<file path="config.mk">
export PLATFORM = sky130hd
export DESIGN_NAME = path_pair_conflict_check
export DESIGN_NICKNAME = d
export VERILOG_FILES = /design/src/rtl/pcc_pkg.sv /design/src/rtl/pcc_path_mem.sv /design/src/rtl/pcc_scan.sv /design/src/rtl/path_pair_conflict_check.sv
export SDC_FILE = /design/constraint.sdc
export NUM_CORES = 2
export LEC_CHECK = 0
export ABC_AREA = 0
export BUFFER_PORTS_ARGS = -buffer_cell sky130_fd_sc_hd__buf_4
export CORE_MARGIN = 4
export CORE_UTILIZATION = 40
export DETAILED_ROUTE_END_ITERATION = 16
export GPL_TIMING_DRIVEN = 0
export HOLD_SLACK_MARGIN = 0.06
export PLACE_DENSITY = 0.52
export RECOVER_POWER = 25
export SETUP_SLACK_MARGIN = 0.02
export SYNTH_ARGS = -nofsm -noshare
export SYNTH_HDL_FRONTEND = slang
export SYNTH_SLANG_ARGS = --single-unit
</file>
<file path="constraint.sdc">
create_clock -name clk -period 10.7 [get_ports clk]
set_input_delay 1.605 -clock clk [delete_from_list [all_inputs] [get_ports clk]]
set_output_delay 1.605 -clock clk [all_outputs]
set_load 0.05 [all_outputs]
</file>
<file path="src/rtl/pcc_pkg.sv">
// pcc_pkg: shared types and constants for the path pair conflict checker
// holds the transfer structs, opcode and register index codes, field widths
// no dependencies
`default_nettype none

package pcc_pkg;

    localparam int LocW    = 16;
    localparam int WinW    = 6;
    localparam int MarginW = 3;
    localparam int StepW   = 6;
    localparam int OpW     = 2;
    localparam int CfgIdxW = 1;
    localparam int CfgW    = 6;

    // opcodes of an input transfer
    localparam logic [OpW-1:0] OP_APPEND_A = 2'd0;
    localparam logic [OpW-1:0] OP_APPEND_B = 2'd1;
    localparam logic [OpW-1:0] OP_CHECK    = 2'd2;

    // configuration register indexes
    localparam logic [CfgIdxW-1:0] CFG_WINDOW = 1'd0;
    localparam logic [CfgIdxW-1:0] CFG_MARGIN = 1'd1;

    localparam logic [WinW-1:0]    WindowReset = 6'd63;
    localparam logic [MarginW-1:0] MarginReset = 3'd0;

    // conflict kinds
    localparam logic KIND_VERTEX = 1'b0;
    localparam logic KIND_EDGE   = 1'b1;

    typedef struct packed {
        logic [OpW-1:0]  opcode;
        logic [LocW-1:0] location;
        logic            loc_is_special;
    } in_item_t;

    typedef struct packed {
        logic             found;
        logic             conflict_kind;
        logic [LocW-1:0]  first_loc;
        logic [LocW-1:0]  second_loc;
        logic [StepW-1:0] conflict_step;
    } out_item_t;

    // status of the scan sequencer toward the top level
    typedef struct packed {
        logic idle;
        logic done;
    } scan_status_t;

endpackage

`default_nettype wire

</file>
<file path="src/rtl/pcc_path_mem.sv">
// pcc_path_mem: one write port, one registered read port path store
// used for the path A and path B step memories; no package dependency
`default_nettype none

module pcc_path_mem #(
    parameter int DEPTH = 64,
    parameter int WIDTH = 16
) (
    input  wire logic                     clk,
    input  wire logic                     wr_en,
    input  wire logic [$clog2(DEPTH)-1:0] wr_addr,
    input  wire logic [WIDTH-1:0]         wr_data,
    input  wire logic                     rd_en,
    input  wire logic [$clog2(DEPTH)-1:0] rd_addr,
    output logic      [WIDTH-1:0]         rd_data
);

    logic [WIDTH-1:0] mem [DEPTH];

    always_ff @(posedge clk)
    begin
        if (wr_en)
        begin
            mem[wr_addr] <= wr_data;
        end
    end

    // read data holds between reads
    always_ff @(posedge clk)
    begin
        if (rd_en)
        begin
            rd_data <= mem[rd_addr];
        end
    end

endmodule

`default_nettype wire

</file>
<file path="src/rtl/pcc_scan.sv">
// pcc_scan: sequencer that walks the two stored paths for the first conflict
// drives the read ports of both path memories; uses pcc_pkg
`default_nettype none

module pcc_scan #(
    parameter int MAX_STEPS = 64
) (
    input  wire logic                                clk,
    input  wire logic                                rst_n,
    input  wire logic                                start,
    input  wire logic [((($clog2(MAX_STEPS+1)) > 7) ?
                        $clog2(MAX_STEPS+1) : 7)-1:0] size1,
    input  wire logic [((($clog2(MAX_STEPS+1)) > 7) ?
                        $clog2(MAX_STEPS+1) : 7)-1:0] size2,
    input  wire logic [pcc_pkg::MarginW-1:0]         margin,
    input  wire logic                                res_ack,
    output pcc_pkg::scan_status_t                    status,
    output pcc_pkg::out_item_t                       result,
    output logic                                     a_rd_en,
    output logic [$clog2(MAX_STEPS)-1:0]             a_rd_addr,
    input  wire logic [pcc_pkg::LocW:0]              a_rd_data,
    output logic                                     b_rd_en,
    output logic [$clog2(MAX_STEPS)-1:0]             b_rd_addr,
    input  wire logic [pcc_pkg::LocW-1:0]            b_rd_data
);

    localparam int LW = $clog2(MAX_STEPS + 1);
    localparam int SW = (LW > 7) ? LW : 7;
    localparam int CW = SW + 1;
    localparam int AW = $clog2(MAX_STEPS);

    typedef enum logic [4:0] {
        S_IDLE = 5'b00001,
        S_STEP = 5'b00010,
        S_VCMP = 5'b00100,
        S_ECMP = 5'b01000,
        S_DONE = 5'b10000
    } state_t;

    state_t                        state_reg, state_next;
    logic [SW-1:0]                 size1_reg, size1_next;
    logic [SW-1:0]                 size2_reg, size2_next;
    logic [pcc_pkg::MarginW-1:0]   k_reg, k_next;
    logic [SW-1:0]                 t_reg, t_next;
    logic [SW-1:0]                 i_reg, i_next;
    logic [SW-1:0]                 hi_reg, hi_next;
    logic [pcc_pkg::LocW-1:0]      a_prev_reg, a_prev_next;
    logic [pcc_pkg::LocW-1:0]      b_prev_reg, b_prev_next;
    pcc_pkg::out_item_t            res_reg, res_next;

    logic [pcc_pkg::LocW-1:0]      a_loc;
    logic                          a_special;
    logic [SW-1:0]                 k_ext;
    logic [CW-1:0]                 t_plus_k;
    logic [CW-1:0]                 size2_m1;
    logic [SW-1:0]                 lo;
    logic                          stop;
    logic                          vmatch;
    logic                          edge_ok;
    logic                          swap;

    assign a_loc     = a_rd_data[pcc_pkg::LocW:1];
    assign a_special = a_rd_data[0];
    assign k_ext     = SW'(k_reg);
    assign t_plus_k  = CW'(t_reg) + CW'(k_reg);
    assign size2_m1  = CW'(size2_reg) - CW'(1);
    assign lo        = (t_reg >= k_ext) ? (t_reg - k_ext) : '0;
    // path A exhausted, or path B ended more than k steps back
    assign stop      = (t_reg >= size1_reg) || (CW'(t_reg) >= CW'(size2_reg) + CW'(k_reg));
    assign vmatch    = (size2_reg != '0) && (a_loc == b_rd_data) && !a_special;
    assign edge_ok   = (k_reg == '0) && (CW'(t_reg) + CW'(1) < CW'(size1_reg))
                       && (CW'(t_reg) + CW'(1) < CW'(size2_reg));
    assign swap      = (a_prev_reg != b_prev_reg) && (a_prev_reg == b_rd_data)
                       && (b_prev_reg == a_loc);

    always_comb
    begin
        state_next  = state_reg;
        size1_next  = size1_reg;
        size2_next  = size2_reg;
        k_next      = k_reg;
        t_next      = t_reg;
        i_next      = i_reg;
        hi_next     = hi_reg;
        a_prev_next = a_prev_reg;
        b_prev_next = b_prev_reg;
        res_next    = res_reg;
        a_rd_en     = 1'b0;
        b_rd_en     = 1'b0;
        a_rd_addr   = AW'(t_reg);
        b_rd_addr   = AW'(lo);

        unique case (state_reg)
            S_IDLE:
            begin
                if (start)
                begin
                    size1_next = size1;
                    size2_next = size2;
                    k_next     = margin;
                    t_next     = '0;
                    res_next   = '0;
                    state_next = S_STEP;
                end
            end
            S_STEP:
            begin
                if (stop)
                begin
                    res_next   = '0;
                    state_next = S_DONE;
                end
                else
                begin
                    a_rd_en    = 1'b1;
                    b_rd_en    = 1'b1;
                    i_next     = lo;
                    hi_next    = (t_plus_k > size2_m1) ? SW'(size2_m1) : SW'(t_plus_k);
                    state_next = S_VCMP;
                end
            end
            S_VCMP:
            begin
                if (vmatch)
                begin
                    res_next.found         = 1'b1;
                    res_next.conflict_kind = pcc_pkg::KIND_VERTEX;
                    res_next.first_loc     = a_loc;
                    res_next.second_loc    = '0;
                    res_next.conflict_step = (i_reg < t_reg) ? pcc_pkg::StepW'(i_reg)
                                                             : pcc_pkg::StepW'(t_reg);
                    state_next             = S_DONE;
                end
                else if ((size2_reg != '0) && (i_reg < hi_reg))
                begin
                    b_rd_en   = 1'b1;
                    b_rd_addr = AW'(i_reg + SW'(1));
                    i_next    = i_reg + SW'(1);
                end
                else if (edge_ok)
                begin
                    // keep step t, fetch step t+1 of both paths
                    a_rd_en     = 1'b1;
                    b_rd_en     = 1'b1;
                    a_rd_addr   = AW'(t_reg + SW'(1));
                    b_rd_addr   = AW'(t_reg + SW'(1));
                    a_prev_next = a_loc;
                    b_prev_next = b_rd_data;
                    state_next  = S_ECMP;
                end
                else
                begin
                    t_next     = t_reg + SW'(1);
                    state_next = S_STEP;
                end
            end
            S_ECMP:
            begin
                if (swap)
                begin
                    res_next.found         = 1'b1;
                    res_next.conflict_kind = pcc_pkg::KIND_EDGE;
                    res_next.first_loc     = a_prev_reg;
                    res_next.second_loc    = b_prev_reg;
                    res_next.conflict_step = pcc_pkg::StepW'(t_reg + SW'(1));
                    state_next             = S_DONE;
                end
                else
                begin
                    t_next     = t_reg + SW'(1);
                    state_next = S_STEP;
                end
            end
            S_DONE:
            begin
                if (res_ack)
                begin
                    state_next = S_IDLE;
                end
            end
            default:
            begin
                state_next = S_IDLE;
            end
        endcase
    end

    always_ff @(posedge clk or negedge rst_n)
    begin
        if (!rst_n)
        begin
            state_reg <= S_IDLE;
        end
        else
        begin
            state_reg <= state_next;
        end
    end

    always_ff @(posedge clk)
    begin
        size1_reg  <= size1_next;
        size2_reg  <= size2_next;
        k_reg      <= k_next;
        t_reg      <= t_next;
        i_reg      <= i_next;
        hi_reg     <= hi_next;
        a_prev_reg <= a_prev_next;
        b_prev_reg <= b_prev_next;
        res_reg    <= res_next;
    end

    assign status.idle = (state_reg == S_IDLE);
    assign status.done = (state_reg == S_DONE);
    assign result      = res_reg;

    // path B reads stay inside the scan window and the stored length
    a_scan_range: assert property (@(posedge clk) disable iff (!rst_n)
        (state_reg == S_VCMP) && (size2_reg != '0) |-> (i_reg <= hi_reg) && (i_reg < size2_reg))
        else $error("vertex scan index out of range");

    // a step under comparison is always a stored step of path A
    a_step_range: assert property (@(posedge clk) disable iff (!rst_n)
        (state_reg == S_VCMP) || (state_reg == S_ECMP) |-> (t_reg < size1_reg))
        else $error("step index beyond path A");

    // edge compare only runs with a zero margin
    a_edge_margin: assert property (@(posedge clk) disable iff (!rst_n)
        (state_reg == S_ECMP) |-> (k_reg == '0) && $past(state_reg == S_VCMP))
        else $error("edge compare entered with nonzero margin");

endmodule

`default_nettype wire

</file>
<file path="src/rtl/path_pair_conflict_check.sv">
// path_pair_conflict_check: top level with path stores, lengths, config and output register
// depends on pcc_pkg, pcc_path_mem and pcc_scan
`default_nettype none

// usage
//   input channel (in_valid, in_stall, in_item): each transfer is an append to
//   path A, an append to path B, or a check; appends are taken one per cycle
//   while in_stall is low and can follow back to back; an append to a full
//   path is dropped; a check walks the stored paths step by step and produces
//   exactly one transfer on the output channel (out_valid, out_stall, out_item)
//   check walk: per path A step, a step state, then a vertex scan of at most
//   2k+1 path B entries (one per cycle through the single read port of the B
//   memory, clipped at the ends of path B), then an edge compare when k is
//   zero; the walk ends at the first conflict or after min(len A, window+1)
//   steps, earlier once path B ended more than k steps back; the result is
//   then handed to the output register
//   in_stall is high from a check transfer until its result sits in the
//   output register; both lengths are zero again after a check
//   a stalled result waits in the output register while new appends are taken;
//   the result of a further check then waits in the sequencer, in_stall high
//   configuration: cfg_wr_en with cfg_index and cfg_wdata, write only while idle
//   reset: lengths cleared, window 63, margin 0, no output pending; the path
//   memories need no clearing since only entries below the length are used

module path_pair_conflict_check #(
    parameter int MAX_STEPS = 64
) (
    input  wire logic                         clk,
    input  wire logic                         rst_n,
    input  wire logic                         in_valid,
    output logic                              in_stall,
    input  wire pcc_pkg::in_item_t            in_item,
    output logic                              out_valid,
    input  wire logic                         out_stall,
    output pcc_pkg::out_item_t                out_item,
    input  wire logic                         cfg_wr_en,
    input  wire logic [pcc_pkg::CfgIdxW-1:0]  cfg_index,
    input  wire logic [pcc_pkg::CfgW-1:0]     cfg_wdata
);

    localparam int LW = $clog2(MAX_STEPS + 1);
    localparam int SW = (LW > 7) ? LW : 7;
    localparam int AW = $clog2(MAX_STEPS);

    logic [LW-1:0]                   len_a_reg, len_a_next;
    logic [LW-1:0]                   len_b_reg, len_b_next;
    logic [pcc_pkg::WinW-1:0]        window_reg, window_next;
    logic [pcc_pkg::MarginW-1:0]     margin_reg, margin_next;
    logic                            out_valid_reg, out_valid_next;
    pcc_pkg::out_item_t              out_data_reg;

    logic                            in_xfer;
    logic                            wr_a;
    logic                            wr_b;
    logic                            start;
    logic [SW-1:0]                   lim;
    logic [SW-1:0]                   size1;
    logic [SW-1:0]                   size2;
    logic                            res_load;
    pcc_pkg::scan_status_t           status;
    pcc_pkg::out_item_t              result;
    logic                            a_rd_en;
    logic [AW-1:0]                   a_rd_addr;
    logic [pcc_pkg::LocW:0]          a_rd_data;
    logic                            b_rd_en;
    logic [AW-1:0]                   b_rd_addr;
    logic [pcc_pkg::LocW-1:0]        b_rd_data;

    // input side: open only while the sequencer is idle
    assign in_stall = !status.idle;
    assign in_xfer  = in_valid && !in_stall;
    assign wr_a     = in_xfer && (in_item.opcode == pcc_pkg::OP_APPEND_A)
                      && (len_a_reg < LW'(MAX_STEPS));
    assign wr_b     = in_xfer && (in_item.opcode == pcc_pkg::OP_APPEND_B)
                      && (len_b_reg < LW'(MAX_STEPS));
    assign start    = in_xfer && (in_item.opcode == pcc_pkg::OP_CHECK);

    // compared lengths are clipped to window plus one
    assign lim   = SW'(window_reg) + SW'(1);
    assign size1 = (SW'(len_a_reg) < lim) ? SW'(len_a_reg) : lim;
    assign size2 = (SW'(len_b_reg) < lim) ? SW'(len_b_reg) : lim;

    always_comb
    begin
        len_a_next = len_a_reg;
        len_b_next = len_b_reg;
        if (start)
        begin
            len_a_next = '0;
            len_b_next = '0;
        end
        else
        begin
            if (wr_a)
            begin
                len_a_next = len_a_reg + LW'(1);
            end
            if (wr_b)
            begin
                len_b_next = len_b_reg + LW'(1);
            end
        end
    end

    // configuration writes
    always_comb
    begin
        window_next = window_reg;
        margin_next = margin_reg;
        if (cfg_wr_en)
        begin
            unique case (cfg_index)
                pcc_pkg::CFG_WINDOW: window_next = cfg_wdata[pcc_pkg::WinW-1:0];
                pcc_pkg::CFG_MARGIN: margin_next = cfg_wdata[pcc_pkg::MarginW-1:0];
                default:             window_next = window_reg;
            endcase
        end
    end

    // output register: takes the result when empty or being drained
    assign res_load = status.done && (!out_valid_reg || !out_stall);

    always_comb
    begin
        out_valid_next = out_valid_reg;
        if (res_load)
        begin
            out_valid_next = 1'b1;
        end
        else if (out_valid_reg && !out_stall)
        begin
            out_valid_next = 1'b0;
        end
    end

    always_ff @(posedge clk or negedge rst_n)
    begin
        if (!rst_n)
        begin
            len_a_reg     <= '0;
            len_b_reg     <= '0;
            window_reg    <= pcc_pkg::WindowReset;
            margin_reg    <= pcc_pkg::MarginReset;
            out_valid_reg <= 1'b0;
        end
        else
        begin
            len_a_reg     <= len_a_next;
            len_b_reg     <= len_b_next;
            window_reg    <= window_next;
            margin_reg    <= margin_next;
            out_valid_reg <= out_valid_next;
        end
    end

    always_ff @(posedge clk)
    begin
        if (res_load)
        begin
            out_data_reg <= result;
        end
    end

    assign out_valid = out_valid_reg;
    assign out_item  = out_data_reg;

    // path A store keeps the special flag in the low bit
    pcc_path_mem #(
        .DEPTH (MAX_STEPS),
        .WIDTH (pcc_pkg::LocW + 1)
    ) u_mem_a (
        .clk     (clk),
        .wr_en   (wr_a),
        .wr_addr (AW'(len_a_reg)),
        .wr_data ({in_item.location, in_item.loc_is_special}),
        .rd_en   (a_rd_en),
        .rd_addr (a_rd_addr),
        .rd_data (a_rd_data)
    );

    pcc_path_mem #(
        .DEPTH (MAX_STEPS),
        .WIDTH (pcc_pkg::LocW)
    ) u_mem_b (
        .clk     (clk),
        .wr_en   (wr_b),
        .wr_addr (AW'(len_b_reg)),
        .wr_data (in_item.location),
        .rd_en   (b_rd_en),
        .rd_addr (b_rd_addr),
        .rd_data (b_rd_data)
    );

    pcc_scan #(
        .MAX_STEPS (MAX_STEPS)
    ) u_scan (
        .clk       (clk),
        .rst_n     (rst_n),
        .start     (start),
        .size1     (size1),
        .size2     (size2),
        .margin    (margin_reg),
        .res_ack   (res_load),
        .status    (status),
        .result    (result),
        .a_rd_en   (a_rd_en),
        .a_rd_addr (a_rd_addr),
        .a_rd_data (a_rd_data),
        .b_rd_en   (b_rd_en),
        .b_rd_addr (b_rd_addr),
        .b_rd_data (b_rd_data)
    );

    // lengths never pass the store depth
    a_len_bound: assert property (@(posedge clk) disable iff (!rst_n)
        (len_a_reg <= LW'(MAX_STEPS)) && (len_b_reg <= LW'(MAX_STEPS)))
        else $error("path length beyond store depth");

    // a result without a conflict carries all-zero fields
    a_clean_miss: assert property (@(posedge clk) disable iff (!rst_n)
        out_valid_reg && !out_data_reg.found |-> (out_data_reg == '0))
        else $error("no-conflict result with nonzero fields");

    // a check transfer clears both lengths and starts the scan on the next cycle
    a_check_clears: assert property (@(posedge clk) disable iff (!rst_n)
        start |=> (len_a_reg == '0) && (len_b_reg == '0) && !status.idle)
        else $error("check did not clear lengths or start the scan");

endmodule

`default_nettype wire
</file>
==> summary.txt <==
Hold path
  – Hold WC Path Type: flop to flop

Layout
  – Fill cells: 21.4k
  – Largest register FFs: roughly 1.1k
  – Non-Filler Instances: approximately 11k
  – Final net count: roughly 7.5k
  – Largest Register: u_mem_a.mem
  – Top flop regs: u_mem_a.mem: 1088 flops, u_mem_b.mem: 1024 flops
  – Layout area overhead: 14.6%
  – Layout cells sized above 1: 12.2%

Synthesis
  – Post-synthesis sequential area ratio: 71.4%
  – Number of flops mapped to enable cells by yosys: 2295
  – Synth Instances: between 6k and 7k
  – Yosys cell types: between 90 and 100
  – Synth top cells by count: 2295 x edfxtp_1, 1151 x nand2_1, 522 x nand3_1, 283 x clkbuf_1, 248 x nor2_1
  – Post-synthesis async set-or-reset flop share: between 1 and 1.5%
  – Synth Register Bits: around 2.3k
  – Post-Synthesis Cell Area: roughly 0.098 mm^2
  – Synth area leader: edfxtp_1
  – Syn Nets: 7073
  – Area contributors post-synth: edfxtp_1 71%, nand2_1 4.4%, nand3_1 2.7%
  – Cell with the most instances after synthesis: edfxtp_1
  – Area share of the leading cell type in the synthesized netlist: a little over two thirds
  – Mean Syn Cell Area: 14.0 um^2
  – YS warnings: 0
  – Ys flop type: edfxtp_1

Clock network
  – Root Buffer: clkbuf_16
  – Total clock sinks: between 2k and 2.5k
  – Hold-fix buffers, CTS: 0
  – Post-CTS Setup Bufs: 0
  – Worst-path clk slew: about 60 ps
  – CTS tree: done
  – H-tree Lvls: 4
  – PostCTS Resize Cnt: 0
  – CTS Buf Count: ~240
  – Clock latency on the worst-skew pair: 890 ps
  – Clk buf depth: 3

Power
  – VDD IR max: roughly 0.18 mV
  – Leakage: 36.7 nW
  – P per Cell Area: around 190 mW/mm^2
  – Total power: 20.9 mW

Die
  – Full die area: 0.252 mm^2
  – Initial Util: 40.3%
  – Std cell rows: 180
  – Die Ht: between 500 and 600 um
  – Die X: 502 um
  – I/O pin count: 73
  – CORE AREA: roughly 0.24 mm^2

STA
  – Setup_tns: 0 ps
  – Tcrit/Tclk final: between 90% and 100%
  – Unrepaired setup endpoints after global routing: false
  – Final hold violation count: 0
  – Rel. slew slack: -281%
  – Max Slew Vio Count: between 1.5k and 2k
  – Final Skew: approximately 29 ps
  – Actual slew at the worst max-slew pin: around 5700 ps
  – # setup viols final: 0
  – Fmax: slightly below 100 MHz
  – Min Tclk post-route: 10070 ps

Routing
  – Starting DRC count in detailed routing: between 9k and 10k
  – # DRC: 0
  – Routed wire length: about 350000 um
  – Vias: ~66k
  – Post-DRT Antenna Nets: 0
  – Detailed Routing Iterations Pass 1: 9
  – DR WL/cell: 32.1 um
  – Avg Vias per Cell: ~6.1

Setup path
  – Crit path launch type: flop
  – Crit-path most repeated cell: clkbuf_1
  – Top delay family on crit path: buffers and inverters
  – CP max FO: 12
  – Worst path required time: 11400 ps
  – CP bufs+invs: 7
  – Crit-path cells: buf_2 > inv_1 > clkbuf_1 > clkbuf_1 > clkbuf_1 > ha_1 > a41o_1 > o21ai_0 > mux2i_1 > nor3_2 > clkbuf_1 > clkbuf_1 > a211oi_1 > o21ai_0 > nor4b_1 > a211o_1
  – Crit-path max cell delay: about 1100 ps
  – Critical path's slowest cell: nor4b_1
  – CP Class: flop to flop
  – Crit path arrival time: around 11000 ps
  – Crit path capture type: flop
  – R2r setup slk: between 600 and 700 ps

Global route
  – Antenna violations before repair: 29
  – Global-route wire length before repair: 479000 um
  – Vias in the first global route: 62.2k
  – Largest net degree at the start of global routing: 89
  – GRT Resource Usage Total: 26.8%
  – Final global-route overflow total: 0

Run status
  – Status: finished, violations left
  – Failing checks: max-capacitance violations, max-slew violations

Placement
  – PortBufs: 72
  – Detailed placement HPWL: roughly 240000 um
  – Global placement routability congestion: between 0.9 and 1
  – Cells after DPL: approximately 10k

Flow run
  – Maxcap violations: 28
cells by family after synthesis:
family / after synthesis / synth area share, %
xor+xnor: 107 / 1.01
flops: 2324 / 71.4
mux: 241 / 3.16
simple gates: 2413 / 11.4
compound gates: 1224 / 9.39
fa+ha+maj: 78 / 1.02
buf+inv: 577 / 2.54
power by group:
group / internal, mW / switching (mW)
clock: 4.61 / 3.62
combinational: 0.604 / 1.79
sequential: 10.2 / 0.0985
stage by stage:
step | util [%] | setup WS (ps) | hold slack [ps] | area [um^2]
after floorplan | - | 3440 | 400 | 97500
after global placement | 42.2 | -1980 | 402 | 102000
after detailed placement | 43.2 | 1020 | 405 | 104000
after CTS | 46.4 | 976 | 420 | 112000
after global routing | 46.2 | 697 | 423 | 112000
final | 46.3 | 630 | 418 | 112000
worst reg2reg max path, stage by stage, from the launching register on:
cell and delay [ps]:
edfxtp_1 560, buf_2 390, inv_1 350, clkbuf_1 550, clkbuf_1 530, clkbuf_1 850
ha_1 470, a41o_1 340, o21ai_0 570, mux2i_1 410, nor3_2 910, clkbuf_1 780
clkbuf_1 770, a211oi_1 170, o21ai_0 770, nor4b_1 1120, a211o_1 340
routing by layer:
layer | vias up | GRT usage [%] | part of all wire (%)
li1 | 28000 | - | -
met1 | 34000 | 39.7 | 43
met2 | 3528 | 39.2 | 43
met3 | 569 | 5.72 | 10
met4 | 14 | 9.00 | 3.7
met5 | - | 0 | 0.026
path summary, 6_finish.rpt:
check	startpoint	endpoint	cells past startpoint
max	u_scan.t_reg[0]	u_mem_b.rd_data[9]	16
min	u_scan.result[19]	out_item[19]	0
max reg2reg	u_scan.t_reg[0]	u_mem_b.rd_data[9]	16
min reg2reg	u_scan.result[19]	out_item[19]	0
max in group asynchronous	rst_n	len_a_reg[5]	1
min in group asynchronous	rst_n	out_valid	1
cells in the final DEF, fill, tap and decap left out, types with 23 or more instances in the layout:
master,n
a2111oi_0,193
a211oi_1,105
a21o_1,36
a21oi_1,177
a221o_1,44
a221oi_1,128
a311oi_1,52
a31oi_1,86
a32oi_1,36
and2_1,40
and3_1,23
buf_1,39
buf_2,148
buf_4,78
buf_8,74
clkbuf_1,366
clkbuf_16,243
clkinv_1,53
clkinv_2,53
edfxtp_1,2295
ha_1,75
inv_1,81
mux2i_1,168
mux4_2,51
nand2_1,1151
nand3_1,522
nand4_1,81
nor2_1,129
nor2_2,122
nor2b_1,163
nor3_1,27
nor4_1,51
o21ai_0,74
o22ai_1,119
xnor2_1,42
xor2_1,61
area by class of cell:
| type | instances | area (um^2) | share of cell area, % |
|---|---|---|---|
| repair buffers | 196 | 2270 | 2.03 |
| clock inverters | 138 | 1260 | 1.13 |
| plain buffers | 492 | 2160 | 1.93 |
| inverters | 85 | 319 | 0.285 |
| diodes | 8 | 20.0 | 0.0179 |
| clock buffers | 305 | 6360 | 5.69 |
| well taps | 3185 | 3990 | 3.57 |
| multi-input cells | 4063 | 25700 | 23.0 |
| flip-flops and latches | 2324 | 69700 | 62.3 |
(Power assumes the default switching activity.)
